## src/rtl/sliding_window_or_assert.svh

```systemverilog
// ----------------------------------------------------------------------------
// Sliding window OR - assertion macros
// Concurrent assertion helpers; they compile to nothing when SYNTH is defined.
// ----------------------------------------------------------------------------
`ifndef SLIDING_WINDOW_OR_ASSERT_SVH
`define SLIDING_WINDOW_OR_ASSERT_SVH

`ifndef SYNTH
// same-cycle implication
`define SWOR_ASSERT_NOW(lbl, clk, rst, ante, cons) \
   lbl: assert property (@(posedge clk) disable iff (rst) (ante) |-> (cons)) \
      else $error("sliding_window_or: assertion failed");
// next-cycle implication
`define SWOR_ASSERT_NEXT(lbl, clk, rst, ante, cons) \
   lbl: assert property (@(posedge clk) disable iff (rst) (ante) |=> (cons)) \
      else $error("sliding_window_or: assertion failed");
`else
`define SWOR_ASSERT_NOW(lbl, clk, rst, ante, cons)
`define SWOR_ASSERT_NEXT(lbl, clk, rst, ante, cons)
`endif

`endif

```

## src/rtl/swor_pkg.sv

```systemverilog
// ----------------------------------------------------------------------------
// Sliding window OR - package
// Shared constants and control types for the sliding window OR block.
// ----------------------------------------------------------------------------
`timescale 1ns / 1ps

package swor_pkg;

   // defaults for the top-level parameters
   localparam int unsigned DATA_WIDTH_DEF = 32;
   localparam int unsigned MAX_WINDOW_DEF = 1024;

   // fixed port widths
   localparam int unsigned SAMPLE_WIDTH = 32;
   localparam int unsigned OR_WIDTH     = 32;
   localparam int unsigned LEN_WIDTH    = 11;

   // control from the pipeline to the bit counter bank
   typedef struct packed {
      logic clear;   // window restart
      logic step;    // one beat retires: leave oldest, enter newest
      logic leave;   // the beat evicts a word
   } cnt_ctrl_type;

endpackage

```

## src/rtl/swor_bitcnt.sv

```systemverilog
// ----------------------------------------------------------------------------
// Sliding window OR - bit counter bank
// One population counter per bit lane; the OR is the set of nonzero lanes.
// ----------------------------------------------------------------------------
`timescale 1ns / 1ps

module swor_bitcnt #(
   parameter int unsigned DATA_WIDTH = 32,
   parameter int unsigned CNT_WIDTH  = 11
) (
   input  logic                      clock,
   input  logic                      reset,
   input  swor_pkg::cnt_ctrl_type    ctrl,
   input  logic [DATA_WIDTH-1:0]     enter_word,
   input  logic [DATA_WIDTH-1:0]     leave_word,
   output logic [DATA_WIDTH-1:0]     or_next
);
   import swor_pkg::*;

   logic [CNT_WIDTH-1:0] cnt_ff [DATA_WIDTH];
   logic [CNT_WIDTH-1:0] cnt_in [DATA_WIDTH];

   // per-lane next count: drop the leaving bit, add the entering one
   always_comb begin
      for (int b = 0; b < DATA_WIDTH; b++) begin
         cnt_in[b] = cnt_ff[b];
         if (ctrl.leave && leave_word[b] && (cnt_ff[b] != '0)) begin
            cnt_in[b] = cnt_in[b] - CNT_WIDTH'(1);
         end
         if (enter_word[b]) begin
            cnt_in[b] = cnt_in[b] + CNT_WIDTH'(1);
         end
         or_next[b] = (cnt_in[b] != '0);
      end
   end

   // counter registers
   always_ff @(posedge clock) begin
      if (reset || ctrl.clear) begin
         for (int b = 0; b < DATA_WIDTH; b++) begin
            cnt_ff[b] <= '0;
         end
      end else if (ctrl.step) begin
         for (int b = 0; b < DATA_WIDTH; b++) begin
            cnt_ff[b] <= cnt_in[b];
         end
      end
   end

endmodule

```

## config.mk

```make
export PLATFORM = sky130hd
export DESIGN_NAME = swor_bitcnt
export DESIGN_NICKNAME = d
export VERILOG_FILES = /design/src/rtl/sliding_window_or_assert.svh /design/src/rtl/swor_pkg.sv /design/src/rtl/swor_bitcnt.sv
export SDC_FILE = /design/constraint.sdc
export NUM_CORES = 1
export LEC_CHECK = 0
export BUFFER_PORTS_ARGS = -buffer_cell sky130_fd_sc_hd__buf_2
export CAP_MARGIN = 25
export CORE_ASPECT_RATIO = 1.4
export CORE_MARGIN = 3
export CORE_UTILIZATION = 66
export CTS_BUF_LIST = sky130_fd_sc_hd__clkbuf_4 sky130_fd_sc_hd__clkbuf_8
export CTS_CLUSTER_DIAMETER = 100
export DETAILED_ROUTE_END_ITERATION = 16
export GPL_TIMING_DRIVEN = 1
export PLACE_DENSITY = 0.83
export SKIP_CTS_REPAIR_TIMING = 1
export SYNTH_ARGS = -nofsm -noshare
export SYNTH_HDL_FRONTEND = slang
export SYNTH_SLANG_ARGS = --single-unit
```

## constraint.sdc

```tcl
create_clock -name clock -period 13.57 [get_ports clock]
set_input_delay 2.714 -clock clock [delete_from_list [all_inputs] [get_ports clock]]
set_output_delay 2.714 -clock clock [all_outputs]
set_load 0.05 [all_outputs]
```

After elaboration in Yosys (flattened, before gate mapping)

Memory sizes are Yosys's and may differ from the RTL's.
Cells that the tools add are included.

Register bits: 0
Bits in writable memories: 352
Input bits: 69
Memories kept: 1

Add/subtract/negate cells: 64
Mux-type cells: 101
Bitwise gates (word level): 32
Reductions and logical operators: 129

Memories:

| memory | depth | bits a word | rd ports | clocked after memory_dff | wr ports | RTL line          | RTL |
|---|---|---|---|---|---|---|---|
| cnt_ff | 32    | 11          | 32       | 0                        | 32       | swor_bitcnt.sv:20 | `logic [CNT_WIDTH-1:0] cnt_ff [DATA_WIDTH];` |

Operator list:

| cell                    | number |
|---|---|
| $mux W11                | 96 |
| $reduce_bool A11 Y1     | 64 |
| $add A11 B1 Y11 const B | 32 |
| $sub A11 B1 Y11 const B | 32 |
| $logic_and A1 B1 Y1     | 64 |
| $or A1 B1 Y1            | 32 |
| $mux W1                 | 5 |
| $logic_or A1 B1 Y1      | 1 |

Longest topological paths before layout

Gate-level depths: netlist (run 1).

Depth in word-level cells: 6
Gate-level depth with buffers: 18
Mapped depth without buffers: 15

Least setup slack after synthesis (run 1)

Ideal clock, no wire load.

Kind: input-to-reg
Start point: input port ctrl[1] (netlist name)
End point: memory cnt_ff[0][0], enable pin
Arrival time: 10.212 ns
Data required time: 12.831 ns
Setup slack: 2.619 ns
Cell stages on the path: 1
Buffers on the path: 0
Cells stage by stage: or3_1

RTL lines:

| what            | RTL line          | RTL |
|---|---|---|
| start, declared | swor_bitcnt.sv:13 | `input swor_pkg::cnt_ctrl_type ctrl,` |
| end, declared   | swor_bitcnt.sv:20 |  |

Worst setup path in the final report (run 1)

Start point: input port ctrl[0] (netlist name)
End point: output port or_next[5]

Word-level cells in the longest chain between the ends: 6

RTL lines:

| what                                  | RTL line          | RTL |
|---|---|---|
| $logic_and A1 B1 Y1 (*) (2 in series) | swor_bitcnt.sv:27 | `if (ctrl.leave && leave_word[b] && (cnt_ff[b] != '0)) begin` |
| $mux W11 (*)                          | swor_bitcnt.sv:27 |  |
| $add A11 B1 Y11                       | swor_bitcnt.sv:31 | `cnt_in[b] = cnt_in[b] + CNT_WIDTH'(1);` |
| $mux W11 (*)                          | swor_bitcnt.sv:30 | `if (enter_word[b]) begin` |
| $reduce_bool A11 Y1 (*)               | swor_bitcnt.sv:33 | `or_next[b] = (cnt_in[b] != '0);` |
| end, declared                         | swor_bitcnt.sv:16 | `output logic [DATA_WIDTH-1:0] or_next` |

Every way passes the cells marked *; elsewhere a longest branch is shown, timed or not.

==> results of run 1 <==
[cell families after synthesis]
kind of cell | Yosys count | share of synthesized area (%)
compound gates | 708 | 15.0
xor+xnor | 417 | 11.3
fa+ha+maj | 64 | 2.47
buf+inv | 285 | 3.42
flops | 352 | 32.6
mux | 116 | 3.65
simple gates | 1918 | 31.5
[metrics by stage]
stage / power (mW) / std cells / hold WS, ns
after floorplan: 2.21 / 3860 / 0.670
after global placement: 2.39 / 4448 / 0.720
after detailed placement: 2.42 / 4448 / 0.741
after CTS: 3.39 / 4560 / 0.765
after global routing: 3.57 / 4567 / 0.810
final: 3.37 / 4570 / 0.761
[metal layers]
metal / share of wire, % / routed length (um) / global-route usage, %
met5: 0.087 / 66 / 0
met4: 3.2 / 2450 / 11.5
met3: 4.4 / 3300 / 4.28
met2: 51 / 38700 / 52.1
met1: 41 / 31000 / 32.4
[cell type report]
type	count	area share [%]
multi-input combinational	3223	60.3
antenna	10	0.0728
clock inverter	42	0.684
sequential	352	30.7
clock buffer	70	2.67
timing repair buffer	116	1.85
inverter	127	1.39
tap	630	2.29
[worst max path at each step]
stage	startpoint	endpoint	slack (ns)	cells after the start
after floorplan	ctrl[1]	cnt_ff[0][0]	2.62	1
after global placement	ctrl[0]	or_next[5]	4.18	11
after detailed placement	ctrl[0]	or_next[5]	4.11	11
after CTS	ctrl[0]	or_next[5]	4.10	11
after global routing	ctrl[0]	or_next[5]	3.76	11
final	ctrl[0]	or_next[5]	3.98	11
[tightest hold or removal path, stage by stage, from the launching register on]
cell and delay, ns:
edfxtp_1 0.43, xnor2_1 0.12, nor2_1 0.10
[power by group through the flow]
stage          logic (mW)  registers, mW  clock network, mW
2_1_floorplan       0.845           1.36                  0
3_3_place_gp        0.995           1.40                  0
3_5_place_dp         1.01           1.40                  0
4_1_cts              1.02           1.38              0.986
5_1_grt              1.15           1.40               1.03
6_report             1.03           1.38              0.959
[cell usage in the layout, fill, tap and decap left out, drive strengths merged, types with 129 or more instances in the layout]
master	count
a21oi	134
nand2	268
xnor2	263
o21ai	142
nor3	197
edfxtp	352
nor2	538
xor2	154
nand3	129
==> results.sh, run 1 <==
export IMPL_final_setup_worst_slack_ns=3.98
export IMPL_syn_inst=3860
export IMPL_rr_worst_depth=14
export IMPL_clockRootBuffer="clkbuf_8"
export IMPL_fill_cells=3975
export IMPL_routedWlPerCell_um=16.5
export IMPL_seq_area_frac_synth_pct=32.6
export IMPL_place_ws_ns=4.11
export IMPL_multi_input_area_um2=20700
export IMPL_p_seq_share_pct=41.0
export IMPL_grt_remaining_overflow=0
export IMPL_synth_area_leaders="edfxtp_1, xnor2_1, nor2_1"
export IMPL_max_freq_ghz=0.104
export IMPL_synth_seq_cells=352
export IMPL_whs_endpoint="cnt_ff[1][174]"
export IMPL_startpoint_type="input pin"
export IMPL_drive_above_1_share_pct=8.09
export IMPL_wl_um=75600
export IMPL_ff_latch_area_um2=10600
export IMPL_drt_antenna_violating_nets=0
export IMPL_ys_warn_count=0
export IMPL_final_core_util_pct=71.3
export IMPL_vdd_ir_drop_max_mv=0.102
export IMPL_yosys_area_top_type="edfxtp_1"
export IMPL_min_period_ns=9.59
export IMPL_criticalPathCategory="in2out"
export IMPL_power_density_nw_per_um2=97.9
export IMPL_grt_usage_pct=28.1
export IMPL_via_per_inst=6.39
export IMPL_cp_arrival_ns=6.87
export IMPL_hp_start="cnt_ff[1][174]"
export IMPL_cts_sinks=352
export IMPL_cp_slowest_cell="or4_1"
export IMPL_fin_crit_sh_pct=70.6
export IMPL_cts_made_buffers=61
export IMPL_p_int_mw=2.17
export IMPL_synth_cell_types=97
export IMPL_slew_violations=0
export IMPL_cts_tree="yes"
export IMPL_largest_register_ffs=352
export IMPL_synth_area_um2=32400
export IMPL_io_buffers=100
export IMPL_path_max_fanout=55
export IMPL_swShare_pct=35.7
export IMPL_layout_nets=4014
export IMPL_cap_violations=0
export IMPL_worstPathRequired_ns=10.86
export IMPL_netlist_area_leader_share_pct=32.6
export IMPL_worstPathCellList="buf_4 > buf_4 > nand3_2 > a2111oi_2 > xnor2_1 > or3_1 > or4_1 > a22oi_1 > nand4_1 > or4_1 > buf_2"
export IMPL_dominantRegCellSynth="edfxtp_1"
export IMPL_pwr_share_clk_pct=28.5
export IMPL_drt_iter0_markers=1843
export IMPL_place_gp_congestion=0.917
export IMPL_top_regs="cnt_ff x352"
export IMPL_dr_total_vias=29200
export IMPL_regMostFlops="cnt_ff"
export IMPL_async_flop_share_pct=0
export IMPL_setup_viol=0
export IMPL_cp_end_kind="output port"
export IMPL_drc=0
export IMPL_cp_slowest_stage_delay_ns=0.60
export IMPL_hold_viol_final=0
export IMPL_synth_nets=3993
export IMPL_start_util_pct=67.1
export IMPL_clockBufferDepth=3
export IMPL_area_growth_pct=6.16
export IMPL_reg2reg_from="cnt_ff[1][77]"
export IMPL_placed_area_um2=33200
export IMPL_timing_slew_headroom_pct=27.7
export IMPL_yosys_top_cells_count="nor2_1, edfxtp_1, nand2_1"
export IMPL_setup_tns_ns=0
export IMPL_h_tree_depth=2
export IMPL_avgSynthCellArea_um2=8.39
export IMPL_synth_edff_count=352
export IMPL_first_pass_iters=5
export IMPL_grt_antenna_before_repair=13
export IMPL_r2r_setup_slack_ns=9.59
export IMPL_rows=95
export IMPL_dp_hpwl_um=53800
export IMPL_path_buf_inv=3
export IMPL_pwr_share_comb_pct=30.5
export IMPL_clk_pin_slew_worst_paths_ns=0.06
export IMPL_core_um2=48300
export IMPL_final_area_um2=34400
export IMPL_grt_pass1_wl_um=127000
export IMPL_switchingPower_mw=1.20
export IMPL_clk_latency_ns=0.69
export IMPL_holdCritPathClass="reg2reg"
export IMPL_holdPathStages=2
export IMPL_tightest_slew_ns=1.08
export IMPL_grt_pass1_vias=27800
export IMPL_p_leak_nw=12.3
export IMPL_die_h_um=268
export IMPL_rsz0062_at_grt="false"
export IMPL_io_pins=101
export IMPL_outcome="finished clean"
export IMPL_finalClockSkew_ns=0.0221
export IMPL_reg2reg_to="cnt_ff[1][87]"
export IMPL_grt_max_degree=165
export IMPL_critPathTopFamily="simple AND/OR/NAND/NOR gates"
export IMPL_dieArea_um2=51800
export IMPL_die_x_um=193
export IMPL_yosysMostFrequentCell="nor2_1"
(Power assumes the default switching activity.)
==> inputs of run 2 (changes only) <==
- CORE_UTILIZATION: 66 -> 60
- PLACE_DENSITY: 0.83 -> 0.79
- clock period: 13.57 -> 7.95 ns (I/O delays scaled with it)
==> results.sh, run 2 (same netlist as run 1, synthesis figures left out) <==
export IMPL_largest_register_ffs=352
export IMPL_rows=100
export IMPL_area_growth_pct=7.00
export IMPL_start_util_pct=60.8
export IMPL_h_tree_depth=3
export IMPL_holdCritPathClass="reg2reg"
export IMPL_clockBufferDepth=3
export IMPL_cap_violations=0
export IMPL_tightest_slew_ns=0.957
export IMPL_grt_pass1_vias=27600
export IMPL_timing_slew_headroom_pct=34.6
export IMPL_startpoint_type="input pin"
export IMPL_cp_slowest_stage_delay_ns=0.62
export IMPL_hold_viol_final=0
export IMPL_layout_nets=4024
export IMPL_cts_tree="yes"
export IMPL_io_pins=101
export IMPL_drc=0
export IMPL_placed_area_um2=33400
export IMPL_drive_above_1_share_pct=8.48
export IMPL_wl_um=76300
export IMPL_worstPathRequired_ns=6.36
export IMPL_dieArea_um2=56900
export IMPL_cts_sinks=352
export IMPL_outcome="finished clean"
export IMPL_finalClockSkew_ns=0.0160
export IMPL_setup_tns_ns=0
export IMPL_max_freq_ghz=0.144
export IMPL_grt_antenna_before_repair=12
export IMPL_grt_max_degree=148
export IMPL_layout_commonest_cell="nor2_1"
export IMPL_core_um2=53300
export IMPL_rsz0062_at_grt="false"
export IMPL_power_density_nw_per_um2=170
export IMPL_regMostFlops="cnt_ff"
export IMPL_path_max_fanout=58
export IMPL_worstPathCellList="buf_4 > buf_4 > nand2_1 > a31oi_1 > xnor2_1 > ha_1 > and2_0 > nand3_1 > o21ai_0 > nor2b_1 > nand4_1 > xnor2_1 > o211ai_1 > buf_2"
export IMPL_vdd_ir_drop_max_mv=0.131
export IMPL_cp_arrival_ns=5.38
export IMPL_final_core_util_pct=65.0
export IMPL_path_buf_inv=3
export IMPL_critPathTopFamily="buffers and inverters"
export IMPL_die_h_um=281
export IMPL_dr_total_vias=29200
export IMPL_grt_remaining_overflow=0
export IMPL_min_period_ns=6.97
export IMPL_setup_viol=0
export IMPL_grtUsageMet1_pct=30.3
export IMPL_grt_pass1_wl_um=128000
export IMPL_fin_crit_sh_pct=87.6
export IMPL_place_gp_congestion=0.912
export IMPL_top_regs="cnt_ff x352"
export IMPL_fill_cells=4669
export IMPL_clockRootBuffer="clkbuf_8"
export IMPL_drt_iter0_markers=1742
export IMPL_first_pass_iters=5
export IMPL_criticalPathCategory="in2out"
export IMPL_cp_end_kind="output port"
export IMPL_routedWlPerCell_um=16.4
export IMPL_die_x_um=202
export IMPL_grt_usage_pct=26.0
export IMPL_drt_antenna_violating_nets=0
export IMPL_grt_util_met2_pct=48.1
export IMPL_io_buffers=100
export IMPL_p_leak_nw=12.4
export IMPL_dp_hpwl_um=54300
export IMPL_slew_violations=0
export IMPL_most_common_layout_cells="nor2_1, edfxtp_1, nand2_1, xnor2_1, nor3_1"
export IMPL_cp_slowest_cell="buf_4"
export IMPL_clk_latency_ns=0.63
export IMPL_cts_made_buffers=66
export IMPL_top_usage_layer="met2"
export IMPL_final_area_um2=34700
export IMPL_grt_use_met3_pct=4.18
export IMPL_clk_pin_slew_worst_paths_ns=0.06
export IMPL_via_per_inst=6.27
-- run 2: changes by cell type in the layout (fill, tap and decap cells not counted), sizes merged --
cell	delta
clkbuf	+16
clkinv	-11
buf	+5
clkinvlp	+1
diode	-1
-- run 2: final timing paths --
| path | end | start | cells past startpoint | slack, ns |
|---|---|---|---|---|
| worst max-delay path | or_next[6] | ctrl[0] | 14 | 0.98 |
| worst min-delay path | cnt_ff[1][83] | cnt_ff[1][83] | 2 | 0.75 |
| worst max register to register | cnt_ff[1][87] | cnt_ff[1][77] | 14 | 3.98 |
| worst min register to register | cnt_ff[1][83] | cnt_ff[1][83] | 2 | 0.75 |
-- run 2: routing by layer --
layer	vias to the layer above	share of wire [%]
li1	14600	-
met1	13900	41
met2	607	51
met3	178	4.4
met4	6	3.0
met5	-	0.046
-- run 2: where the power goes --
part           switching [mW]  internal, mW  total (mW)
registers               0.180          2.18        2.36
logic                    1.07         0.691        1.76
clock network           0.821         0.948        1.77
total                    2.07          3.82        5.88
-- run 2: area by class of cell --
type	count	area, um2	share of cell area, %
Inverter	127	477	1.38
Sequential cell	352	10600	30.5
Antenna cell	9	22.5	0.0650
Tap cell	714	893	2.58
Timing Repair Buffer	121	693	2.00
Clock buffer	86	1080	3.11
Multi-Input combinational cell	3223	20700	59.8
Clock inverter	32	190	0.549
-- run 2: per-stage QoR --
stage	worst slack, ns	power, mW	cells	hold slack (ns)
6_report	0.983	5.88	4664	0.749
5_1_grt	0.529	6.24	4659	0.784
4_1_cts	1.01	5.93	4654	0.747
3_5_place_dp	1.02	4.12	4536	0.727
3_3_place_gp	1.11	4.10	4536	0.722
2_1_floorplan	1.45	3.75	3860	0.670
-- run 2: worst reg2reg max path, cell delays in order, from the launching register on --
cell and delay (ns):
edfxtp_1 0.49, inv_1 0.12, ha_1 0.20, or3b_2 0.51, o31a_1 0.34, a21oi_1 0.23
ha_1 0.17, and2_1 0.21, nand2_1 0.09, o21ai_0 0.36, nand2_1 0.21, nor3b_1 0.37
nand3b_1 0.13, xnor2_1 0.19, nor2_1 0.08
